==> config.mk <==
export PLATFORM = sky130hd
export DESIGN_NAME = keypad_code_lock_top
export DESIGN_NICKNAME = d
export VERILOG_FILES = /design/src/rtl/core/kcl_pkg.sv /design/src/rtl/core/keypad_code_lock_top.sv /design/src/rtl/core/kcl_cfg.sv /design/src/rtl/core/kcl_core.sv
export SDC_FILE = /design/constraint.sdc
export NUM_CORES = 1
export LEC_CHECK = 0
export BUFFER_PORTS_ARGS = -buffer_cell sky130_fd_sc_hd__buf_2
export CORE_UTILIZATION = 56
export DETAILED_ROUTE_END_ITERATION = 6
export MAX_ROUTING_LAYER = met4
export PLACE_DENSITY = 0.77
export SLEW_MARGIN = 10
export SYNTH_ARGS = -nofsm -noshare
export SYNTH_HDL_FRONTEND = slang
export SYNTH_SLANG_ARGS = --single-unit
==> constraint.sdc <==
create_clock -name clk -period 7.7 [get_ports clk]
set_clock_uncertainty 0.1 [all_clocks]
set_input_delay 1.54 -clock clk [delete_from_list [all_inputs] [get_ports clk]]
set_output_delay 1.54 -clock clk [all_outputs]
set_load 0.05 [all_outputs]
==> src/rtl/core/kcl_pkg.sv <==
`timescale 1ns / 1ps
// ----------------------------------------------------------------------------
// kcl_pkg: shared types and constants of the keypad code lock
// Holds the mode encoding, the configuration and result bundles, register
// indexes and the keypad decoding helpers.
// ----------------------------------------------------------------------------
package kcl_pkg;

    // Number of digits collected before a code is checked.
    localparam int CODE_DIGITS = 4;

    localparam int CODE_W      = 14;
    localparam int COUNT_W     = 3;
    localparam int FAIL_W      = 2;
    localparam int TIMER_W     = 16;
    localparam int PHASE_W     = 4;
    localparam int BLINK_W     = 3;
    localparam int KEY_W       = 4;
    localparam int CFG_IDX_W   = 3;
    localparam int CFG_DATA_W  = 16;

    // The displayed code keeps its last four decimal digits.
    localparam int CODE_MOD    = 10000;
    // Width of code * 10 + digit before the reduction.
    localparam int WIDE_W      = 17;

    localparam logic [KEY_W-1:0] KEY_HASH = KEY_W'(14);

    typedef enum logic [1:0] {
        MODE_ENTRY = 2'd0,
        MODE_OPEN  = 2'd1,
        MODE_BLINK = 2'd2,
        MODE_LOCK  = 2'd3
    } mode_t;

    typedef enum logic [CFG_IDX_W-1:0] {
        REG_PASSWORD     = 3'd0,
        REG_MAX_FAILURES = 3'd1,
        REG_LOCKOUT      = 3'd2,
        REG_BLINK_HALF   = 3'd3,
        REG_BLINK_COUNT  = 3'd4
    } cfg_index_t;

    typedef struct packed {
        logic [CODE_W-1:0]  password;
        logic [FAIL_W-1:0]  max_failures;
        logic [TIMER_W-1:0] lockout_ticks;
        logic [TIMER_W-1:0] blink_half_ticks;
        logic [BLINK_W-1:0] blink_count;
    } cfg_t;

    typedef struct packed {
        logic [1:0]         lock_mode;
        logic               green_led;
        logic               red_led;
        logic               show_value;
        logic [CODE_W-1:0]  shown_value;
        logic [COUNT_W-1:0] digits_entered;
    } result_t;

    // True for the ten digit keys of the 4x4 keypad.
    function automatic logic key_is_digit(input logic [KEY_W-1:0] key);
        logic [15:0] digit_mask;
        digit_mask = 16'h2777;
        return digit_mask[key];
    endfunction

    // Decimal value printed on a keypad position; zero for non-digit keys.
    function automatic logic [3:0] key_digit(input logic [KEY_W-1:0] key);
        logic [3:0] d;
        unique case (key)
            4'd0:    d = 4'd1;
            4'd1:    d = 4'd2;
            4'd2:    d = 4'd3;
            4'd4:    d = 4'd4;
            4'd5:    d = 4'd5;
            4'd6:    d = 4'd6;
            4'd8:    d = 4'd7;
            4'd9:    d = 4'd8;
            4'd10:   d = 4'd9;
            default: d = 4'd0;
        endcase
        return d;
    endfunction

endpackage

==> src/rtl/core/keypad_code_lock_top.sv <==
`timescale 1ns / 1ps
// ----------------------------------------------------------------------------
// keypad_code_lock_top: keypad combination lock controller
// Takes key press and tick events and reports lock mode, LEDs and the code
// being entered after every event.
// ----------------------------------------------------------------------------
// An accepted request waits in the input register, and its result is written
// into the result register once that register is free; a held result waits
// there for the consumer.
// Throughput: one request per cycle while out_ready is high; the input and
// result registers each hold one request, so both sides can stall independently.
// Reset: rst_n clears the lock to entry mode with no digits, no failures and
// the configuration registers at their default values.
module keypad_code_lock_top
    import kcl_pkg::*;
(
    input  logic                  clk,
    input  logic                  rst_n,

    input  logic                  cfg_write,
    input  logic [CFG_IDX_W-1:0]  cfg_index,
    input  logic [CFG_DATA_W-1:0] cfg_data,

    input  logic                  in_valid,
    output logic                  in_ready,
    input  logic                  func,
    input  logic [KEY_W-1:0]      key_position,

    output logic                  out_valid,
    input  logic                  out_ready,
    output logic [1:0]            lock_mode,
    output logic                  green_led,
    output logic                  red_led,
    output logic                  show_value,
    output logic [CODE_W-1:0]     shown_value,
    output logic [COUNT_W-1:0]    digits_entered
);

    cfg_t             cfg;
    result_t          result;
    result_t          res_reg;
    logic             res_valid_reg;
    logic             in_valid_reg;
    logic             func_reg;
    logic [KEY_W-1:0] key_reg;
    logic             res_free;
    logic             step;

    kcl_cfg u_cfg
    (
        .clk       (clk),
        .rst_n     (rst_n),
        .cfg_write (cfg_write),
        .cfg_index (cfg_index),
        .cfg_data  (cfg_data),
        .cfg       (cfg)
    );

    // The result register can take a new result when it is empty or when its
    // current result leaves in this cycle. The held request is processed and
    // the lock state advances exactly when its result is written.
    assign res_free = !res_valid_reg || out_ready;
    assign step     = in_valid_reg && res_free;
    assign in_ready = !in_valid_reg || step;

    kcl_core u_core
    (
        .clk          (clk),
        .rst_n        (rst_n),
        .step         (step),
        .func         (func_reg),
        .key_position (key_reg),
        .cfg          (cfg),
        .result       (result)
    );

    // Input register: holds one request until the core consumes it.
    always_ff @(posedge clk or negedge rst_n)
    begin
        if (!rst_n)
        begin
            in_valid_reg <= 1'b0;
        end
        else if (in_ready)
        begin
            in_valid_reg <= in_valid;
        end
    end

    always_ff @(posedge clk)
    begin
        if (in_valid && in_ready)
        begin
            func_reg <= func;
            key_reg  <= key_position;
        end
    end

    // Result register: holds one result until the consumer takes it.
    always_ff @(posedge clk or negedge rst_n)
    begin
        if (!rst_n)
        begin
            res_valid_reg <= 1'b0;
        end
        else if (res_free)
        begin
            res_valid_reg <= step;
        end
    end

    always_ff @(posedge clk)
    begin
        if (step)
        begin
            res_reg <= result;
        end
    end

    assign out_valid      = res_valid_reg;
    assign lock_mode      = res_reg.lock_mode;
    assign green_led      = res_reg.green_led;
    assign red_led        = res_reg.red_led;
    assign show_value     = res_reg.show_value;
    assign shown_value    = res_reg.shown_value;
    assign digits_entered = res_reg.digits_entered;

endmodule

==> src/rtl/core/kcl_cfg.sv <==
`timescale 1ns / 1ps
// ----------------------------------------------------------------------------
// kcl_cfg: configuration register file
// Five write-only registers loaded from the plain write port.
// ----------------------------------------------------------------------------
module kcl_cfg
    import kcl_pkg::*;
(
    input  logic                  clk,
    input  logic                  rst_n,
    input  logic                  cfg_write,
    input  logic [CFG_IDX_W-1:0]  cfg_index,
    input  logic [CFG_DATA_W-1:0] cfg_data,
    output cfg_t                  cfg
);

    cfg_t cfg_reg;

    always_ff @(posedge clk or negedge rst_n)
    begin
        if (!rst_n)
        begin
            cfg_reg.password         <= CODE_W'(1234);
            cfg_reg.max_failures     <= FAIL_W'(3);
            cfg_reg.lockout_ticks    <= TIMER_W'(10000);
            cfg_reg.blink_half_ticks <= TIMER_W'(500);
            cfg_reg.blink_count      <= BLINK_W'(3);
        end
        else if (cfg_write)
        begin
            case (cfg_index)
                REG_PASSWORD:     cfg_reg.password         <= cfg_data[CODE_W-1:0];
                REG_MAX_FAILURES: cfg_reg.max_failures     <= cfg_data[FAIL_W-1:0];
                REG_LOCKOUT:      cfg_reg.lockout_ticks    <= cfg_data[TIMER_W-1:0];
                REG_BLINK_HALF:   cfg_reg.blink_half_ticks <= cfg_data[TIMER_W-1:0];
                REG_BLINK_COUNT:  cfg_reg.blink_count      <= cfg_data[BLINK_W-1:0];
                default:          ;
            endcase
        end
    end

    assign cfg = cfg_reg;

endmodule

==> src/rtl/core/kcl_core.sv <==
`timescale 1ns / 1ps
// ----------------------------------------------------------------------------
// kcl_core: lock state and next-state logic
// Holds mode, code entry, failure count and timers, and forms the result
// that describes the state after the current event.
// ----------------------------------------------------------------------------
module kcl_core
    import kcl_pkg::*;
(
    input  logic             clk,
    input  logic             rst_n,
    input  logic             step,
    input  logic             func,
    input  logic [KEY_W-1:0] key_position,
    input  cfg_t             cfg,
    output result_t          result
);

    mode_t               mode_reg, mode_next;
    logic [CODE_W-1:0]   code_reg, code_next;
    logic [COUNT_W-1:0]  count_reg, count_next;
    logic [FAIL_W-1:0]   fail_reg, fail_next;
    logic [TIMER_W-1:0]  timer_reg, timer_next;
    logic [PHASE_W-1:0]  phase_reg, phase_next;

    logic                is_key;
    logic [WIDE_W-1:0]   code_wide;
    logic [3:0]          quot;
    logic [WIDE_W-1:0]   code_rem;
    logic [CODE_W-1:0]   code_new;
    logic [COUNT_W:0]    count_inc;
    logic [FAIL_W-1:0]   fail_inc;
    logic                expired;
    logic [PHASE_W-1:0]  phase_inc;
    logic [PHASE_W-1:0]  phase_limit;

    assign is_key = !func;

    // code * 10 + digit, then reduced to four decimal digits. The quotient
    // is at most nine, so it is found by parallel compares.
    always_comb
    begin
        code_wide = (WIDE_W'(code_reg) << 3) + (WIDE_W'(code_reg) << 1)
                  + WIDE_W'(key_digit(key_position));
        quot = 4'd0;
        for (int k = 1; k < 10; k++)
        begin
            if (code_wide >= WIDE_W'(k * CODE_MOD))
            begin
                quot = 4'(k);
            end
        end
        code_rem = code_wide - WIDE_W'(quot) * WIDE_W'(CODE_MOD);
        code_new = code_rem[CODE_W-1:0];
    end

    assign count_inc   = {1'b0, count_reg} + (COUNT_W+1)'(1);
    assign fail_inc    = fail_reg + FAIL_W'(1);
    assign expired     = (timer_reg <= TIMER_W'(1));
    assign phase_inc   = phase_reg + PHASE_W'(1);
    assign phase_limit = {cfg.blink_count, 1'b0};

    always_comb
    begin
        mode_next  = mode_reg;
        code_next  = code_reg;
        count_next = count_reg;
        fail_next  = fail_reg;
        timer_next = timer_reg;
        phase_next = phase_reg;
        unique case (mode_reg)
            MODE_ENTRY:
            begin
                if (is_key && key_is_digit(key_position))
                begin
                    if (count_inc >= (COUNT_W+1)'(CODE_DIGITS))
                    begin
                        code_next  = '0;
                        count_next = '0;
                        if (code_new == cfg.password)
                        begin
                            mode_next = MODE_OPEN;
                        end
                        else if (fail_inc == '0 || fail_inc >= cfg.max_failures)
                        begin
                            fail_next  = '0;
                            mode_next  = MODE_LOCK;
                            timer_next = cfg.lockout_ticks;
                        end
                        else
                        begin
                            fail_next  = fail_inc;
                            mode_next  = MODE_BLINK;
                            phase_next = '0;
                            timer_next = cfg.blink_half_ticks;
                        end
                    end
                    else
                    begin
                        code_next  = code_new;
                        count_next = count_inc[COUNT_W-1:0];
                    end
                end
            end
            MODE_OPEN:
            begin
                if (is_key && key_position == KEY_HASH)
                begin
                    mode_next = MODE_ENTRY;
                end
            end
            MODE_BLINK:
            begin
                if (!is_key)
                begin
                    if (!expired)
                    begin
                        timer_next = timer_reg - TIMER_W'(1);
                    end
                    else
                    begin
                        timer_next = '0;
                        if (phase_inc >= phase_limit)
                        begin
                            phase_next = '0;
                            mode_next  = MODE_ENTRY;
                        end
                        else
                        begin
                            phase_next = phase_inc;
                            timer_next = cfg.blink_half_ticks;
                        end
                    end
                end
            end
            MODE_LOCK:
            begin
                if (!is_key)
                begin
                    if (!expired)
                    begin
                        timer_next = timer_reg - TIMER_W'(1);
                    end
                    else
                    begin
                        timer_next = '0;
                        mode_next  = MODE_ENTRY;
                    end
                end
            end
        endcase
    end

    always_ff @(posedge clk or negedge rst_n)
    begin
        if (!rst_n)
        begin
            mode_reg  <= MODE_ENTRY;
            code_reg  <= '0;
            count_reg <= '0;
            fail_reg  <= '0;
            timer_reg <= '0;
            phase_reg <= '0;
        end
        else if (step)
        begin
            mode_reg  <= mode_next;
            code_reg  <= code_next;
            count_reg <= count_next;
            fail_reg  <= fail_next;
            timer_reg <= timer_next;
            phase_reg <= phase_next;
        end
    end

    // The result shows the state after this event.
    always_comb
    begin
        result.lock_mode  = mode_next;
        result.green_led  = (mode_next == MODE_OPEN);
        result.red_led    = (mode_next == MODE_LOCK)
                         || (mode_next == MODE_BLINK && !phase_next[0]);
        if (mode_next == MODE_ENTRY)
        begin
            result.show_value     = (count_next != '0);
            result.shown_value    = code_next;
            result.digits_entered = count_next;
        end
        else
        begin
            result.show_value     = 1'b0;
            result.shown_value    = '0;
            result.digits_entered = '0;
        end
    end

endmodule

==> results_dict.tcl, run 1 <==
set metrics [dict create \
    status "completed" \
    cts_root_buf "clkbuf_16" \
    final_cell_count_no_fill 1172 \
    fill_cells 1089 \
    htreeDepth 4 \
    clockBufferDepth 2 \
    hold_depth 1 \
    worst_slack_ns 0.2542 \
    grt_remaining_overflow 0 \
    area_delta_synth_final_pct 20.15 \
    layout.nets 1068 \
    port-buffer-count 52 \
    hpwl_um 14790 \
    netlist.area_leader.share_pct 21.54 \
    largest_register_ffs 51 \
    wl_per_cell_um 17.76 \
    dp.cells 1131 \
    slew_headroom_pct 19.20 \
    cp-end-kind "flop" \
    cts_hold_buf 0 \
    core_um2 14750 \
    gpl.final_weighted_congestion 0.9303 \
    finalWirelength_um 20820 \
    die_y_um 125.9 \
    yosysUniqueCellTypes 81 \
    min_period_ns 7.446 \
    vias 7190 \
    maxSlewViolCount 0 \
    syn-cell-area_um2 8596 \
    clk_pin_slew_ns 0.05 \
    initial_core_util_pct 58.26 \
    ant_nets 0 \
    grt_use_total_pct 27.44 \
    hp-class "flop to flop" \
    reg2reg_depth 31 \
    io_pins 53 \
    cp-start-kind "flop" \
    post-route-period-util_pct 96.70 \
    critPathMaxFanout 8 \
    synth_fp_nets 970 \
    timing.fmax_mhz 134.3 \
    num_rows 44 \
    yosysWarnings 0 \
    grt_pass1_vias 6858 \
    synth-edff-count 27 \
    drc 0 \
    synth.area.top_cells "dfrtp_1 22%, edfxtp_1 9.4%, ha_1 8.4%" \
    grt_pass1_wl_um 33390 \
    viasPerCell 6.135 \
    critPathSlowestCell "fa_2" \
    ys_ff_latch 126 \
    hold_viol 0 \
    multi_input_area_um2 5305 \
    die_x_um 125.9 \
    final_layout_size_suffix_gt1_share_pct 29.86 \
    worst_skew_pair.late_latency_ns 0.42 \
    die-area_um2 15850 \
    max_stage_delay_ns 0.57 \
    post-place-ws_ns -0.1219 \
    drt_pass1_iterations 5 \
    seq_area_frac_synth_pct 38.25 \
    drt_iter0_drc 539 \
    finalSetupViolCount 0 \
    async_flop_share_pct 74.60 \
    antenna_found_initial 0 \
    yosys.area.top_type "dfrtp_1" \
    drv_cap 0 \
    seq_area_um2 3288 \
    grt_max_degree 74 \
    clock-sinks 126 \
    cts_buffers 17 \
    cp.required_ns 7.90 \
    num_antenna_cells 0 \
    ys.flop_type "dfrtp_1" \
    critPathArrivalTime_ns 7.65 \
    crit_type "flop to flop" \
    synth.avg_cell_area_um2 9.801 \
    syn_inst 877 \
    cts_tree "done" \
    worstMarginPinSlew_ns 1.207 \
]
-- per-layer routing --
| metal | part of all wire (%) | vias up | GRT usage [%] |
|---|---|---|---|
| li1 | - | 3430 | - |
| met1 | 43 | 3513 | 34.09 |
| met2 | 50 | 209 | 44.26 |
| met3 | 4.2 | 38 | 4.503 |
| met4 | 2.6 | 0 | 12.05 |
| met5 | 0 | - | - |
-- repair_timing --
| item | CTS | global route |
|---|---|---|
| gates resized for setup | 4 | 66 |
| gates cloned | 1 | 0 |
| setup buffers | 1 | 7 |
| pin swaps | 2 | 26 |
| setup endpoints to repair | 20 | 28 |
| hold endpoints to repair | 0 | 0 |
-- kinds of logic after synthesis --
kind of cell               share of synthesized area, %
AOI/OAI and AO/OA                                 17.02
muxes                                             9.927
buffers and inverters                             3.784
xor gates and xnor gates                          4.862
adders and majority gates                         9.840
and+or+nand+nor                                   16.32
DFF                                               38.25
-- cell type report --
type | instances | share of cell area, %
Multi-Input combinational cell | 670 | 51.37
Sequential cell | 126 | 31.84
Timing Repair Buffer | 117 | 7.584
Clock buffer | 26 | 4.834
Tap cell | 184 | 2.229
Inverter | 43 | 1.563
Clock inverter | 6 | 0.5815
-- layout by cell type, fill, tap and decap left out, drive strengths merged, types with 5 or more instances in the layout --
cell type	Yosys	routed
a221o	8	8
nor4	7	7
a211o	6	6
xor2	17	17
or4	8	8
o21a	6	6
o21ai	47	47
dfxtp	5	5
or2	6	6
nor2	56	57
and3	8	8
a21oi	45	45
or3	5	5
nor4b	5	5
inv	43	43
edfxtp	27	27
clkbuf	30	26
xnor2	23	23
nor3	23	23
dfstp	20	20
mux2	61	61
nand3	31	31
nand2b	10	10
nand2	90	90
fa	6	6
dfrtp	74	74
o31ai	11	11
mux2i	14	14
a21o	8	8
ha	58	58
a31oi	13	13
nand4b	5	5
a211oi	12	12
buf	9	117
-- path summary, 6_finish.rpt --
kind                                     start                  end  slack (ns)
max                         u_core.code_reg[0]  u_core.timer_reg[4]        0.25
min                        u_core.timer_reg[9]  u_core.timer_reg[9]        0.40
max reg2reg                 u_core.code_reg[0]  u_core.timer_reg[4]        0.25
min reg2reg                u_core.timer_reg[9]  u_core.timer_reg[9]        0.40
max in group asynchronous                rst_n        u_cfg.cfg[48]        5.43
min in group asynchronous                rst_n         in_valid_reg        0.89
-- cell usage after synthesis, types with 27 or more instances --
master    instances
inv_1            43
a21oi_1          44
nand3_1          31
nor2_1           55
edfxtp_1         27
dfrtp_1          74
o21ai_0          47
ha_1             58
nand2_1          89
clkbuf_1         29
mux2_2           54
-- per-stage QoR --
step	utilization (%)	cell area [um^2]	hold WS, ns	setup TNS [ns]
2_1_floorplan	-	8596	0.3538	0
3_3_place_gp	63.51	9370	0.3723	-0.08154
3_5_place_dp	63.51	9370	0.3882	-1.144
4_1_cts	67.49	9958	0.4006	0
5_1_grt	70.00	10330	0.4230	-3.117
6_report	70.00	10330	0.4038	0
-- critical path, delay by kind of cell, from the launching register on --
kind | cells | cell delay [ns]
adder cells (fa/ha/maj) | 5 | 1.57
multiplexers | 3 | 0.65
AO/OA/AOI/OAI | 7 | 1.53
flip-flops | 1 | 0.40
buffers and inverters | 4 | 0.54
XOR/XNOR | 1 | 0.07
AND/OR/NAND/NOR | 11 | 2.47
Power of run 1 is left out: the tool's default activity adds up to more than one toggle a clock period on the data nets, which glitch-free logic cannot reach.
==> run 2, diff against run 1 <==
ABC_AREA = 1   (was not set)
CTS_CLUSTER_SIZE = 25   (was not set)
==> run 2 against run 1 <==
- synthesized cell count grew 19%
- sequential share of layout area up 3.6 points
- flip-flop and latch count stayed put
- synthesized area shrank 4.2%
- non-clock buffer count decreased by 61
- via count shrank 1.4%
- die area decreased by 4.2%
- routed wire length fell by 7.3%
- first-iteration DRC count down 12%
- maximum frequency is 7.9% higher
- critical path depth down 3
- cell area fell by 10%
- highest routed layer unchanged
==> results_dict.tcl, run 2 <==
set metrics [dict create \
    status "completed" \
    grt_use_total_pct 28.22 \
    num_rows 43 \
    yosysUniqueCellTypes 50 \
    syn-cell-area_um2 8233 \
    layout.nets 1191 \
    die_y_um 123.3 \
    htreeDepth 4 \
    synth.area.top_cells "dfrtp_1 22%, nand2_1 11%, edfxtp_1 9.8%" \
    ys.flop_type "dfrtp_1" \
    cts_buffers 17 \
    yosysWarnings 0 \
    met1_usage_pct 39.21 \
    largest_register_ffs 51 \
    cp-endpoint "u_core.timer_reg[12]" \
    cp-end-kind "flop" \
    grt_setup_unrepaired "false" \
    ant_nets 0 \
    postCtsSetupBuffers 0 \
    hp-class "flop to flop" \
    syn_inst 1042 \
    async_flop_share_pct 74.60 \
    die_x_um 123.3 \
    timing.fmax_mhz 144.9 \
    cp.required_ns 7.86 \
    drt_pass1_iterations 5 \
    hpwl_um 14190 \
    yosysMostFrequentCell "nand2_1" \
    cp-start-kind "flop" \
    worst_skew_pair.late_latency_ns 0.42 \
    hold_depth 2 \
    cts_hold_buf 0 \
    ys_ff_latch 126 \
    synth_fp_nets 1135 \
    clk_pin_slew_ns 0.06 \
    finalWirelength_um 19300 \
    grt_max_degree 79 \
    die-area_um2 15190 \
    grt_pass1_vias 6375 \
    worstMarginPinSlew_ns 1.352 \
    rrSetupSlack_ns 0.80 \
    crit_family "adder cells" \
    num_antenna_cells 0 \
    synth-edff-count 27 \
    gpl.final_weighted_congestion 0.8886 \
    core_um2 14100 \
    yosys.area.top_type "dfrtp_1" \
    fill_cells 1218 \
    reg2reg_depth 28 \
    drc 0 \
    area_delta_synth_final_pct 12.60 \
    grt-busiest-layer "met2" \
    slew_headroom_pct 8.905 \
    post-route-period-util_pct 89.61 \
    setup_tns_ns 0 \
    layout_commonest_cell "nand2_1" \
    critPathMaxFanout 32 \
    grt_remaining_overflow 0 \
    min_period_ns 6.900 \
    netlist.area_leader.share_pct 22.49 \
    io_pins 53 \
    wl_per_cell_um 14.95 \
    hold_viol 0 \
    rr_startpoint "u_core.code_reg[0]" \
    drt_iter0_drc 472 \
    critPathArrivalTime_ns 7.06 \
    hp-start "u_cfg.cfg[19]" \
    finalSetupViolCount 0 \
    seq_area_frac_synth_pct 39.94 \
    cts_resized 0 \
    final_cell_mix "241 x nand2_1, 139 x inv_1, 117 x o21ai_0" \
    cts_root_buf "clkbuf_16" \
    synth.avg_cell_area_um2 7.901 \
    clock-sinks 126 \
    cts_tree "done" \
    cp_common_cell "nand2_1" \
    crit_type "flop to flop" \
    drv_cap 0 \
    port-buffer-count 52 \
    path_buf_inv 3 \
    critPathSlowestCell "nand2_1" \
    startpoint "u_core.code_reg[0]" \
    clockBufferDepth 2 \
    yosys-top-cells-count "241 x nand2_1, 139 x inv_1, 117 x o21ai_0" \
    grt_pass1_wl_um 31700 \
    final_layout_size_suffix_gt1_share_pct 14.85 \
    initial_core_util_pct 58.41 \
    use_met3_pct 6.411 \
    antenna_found_initial 0 \
    max_stage_delay_ns 0.70 \
    cp.depth 28 \
    maxSlewViolCount 0 \
    met2_usage_pct 42.07 \
    viasPerCell 5.491 \
    regToRegEndpoint "u_core.timer_reg[12]" \
    vias 7089 \
]
run 2: cell types whose count changed after synthesis, moves of 16 or more:
cell     previous run  this run
a21oi_1            44        28
inv_1              43       139
mux2_2             54         0
nand2_1            89       241
nand3_1            31        55
nor2_1             55        83
o21ai_0            47       117
run 2: per-layer routing:
layer / share of wire, % / up-vias
li1: - / 3552
met4: 1.0 / 0
met2: 45 / 214
met1: 47 / 3301
met3: 6.3 / 22
met5: 0 / -
run 2: how the worst min path moves through the flow:
stage                    end  slack, ns
2_1_floorplan   u_cfg.cfg[2]       0.35
3_3_place_gp   u_cfg.cfg[21]       0.37
3_5_place_dp   u_cfg.cfg[22]       0.37
4_1_cts        u_cfg.cfg[19]       0.39
5_1_grt         u_cfg.cfg[1]       0.41
6_report       u_cfg.cfg[19]       0.39
run 2: worst min-delay path, stage by stage (launching register included):
cell and delay (ns):
dfrtp_1 0.34, nand2_1 0.05, o21ai_0 0.06
run 2: final cells by class:
cell class / count / area [um^2] / share of cell area [%]
multi-input combinational: 746 / 4288 / 46.25
sequential: 126 / 3288 / 35.47
inverter: 151 / 566.8 / 6.114
clock buffer: 19 / 475.5 / 5.129
timing repair buffer: 56 / 292.8 / 3.158
tap: 180 / 225.2 / 2.429
clock inverter: 13 / 133.9 / 1.444
run 2: cell families after synthesis:
| logic type | after synthesis | share of synthesized area (%) |
|---|---|---|
| DFF | 126 | 39.94 |
| AOI/OAI and AO/OA | 191 | 13.13 |
| and+or+nand+nor | 458 | 25.17 |
| buffers and inverters | 170 | 7.979 |
| xor gates and xnor gates | 33 | 3.511 |
| adders and majority gates | 64 | 10.27 |
run 2: per-stage QoR:
step | hold slack (ns) | util (%) | area [um^2] | cells | setup WS [ns]
global placement | 0.3668 | 61.44 | 8661 | 1259 | 1.177
detailed placement | 0.3733 | 61.44 | 8661 | 1259 | 0.9218
floorplan | 0.3530 | - | 8233 | 1042 | 1.667
global route | 0.4068 | 65.76 | 9270 | 1291 | 0.09362
CTS | 0.3896 | 65.76 | 9270 | 1291 | 0.8725
finish | 0.3886 | 65.76 | 9270 | 1291 | 0.8000
Power of run 2 is left out for the same reason.
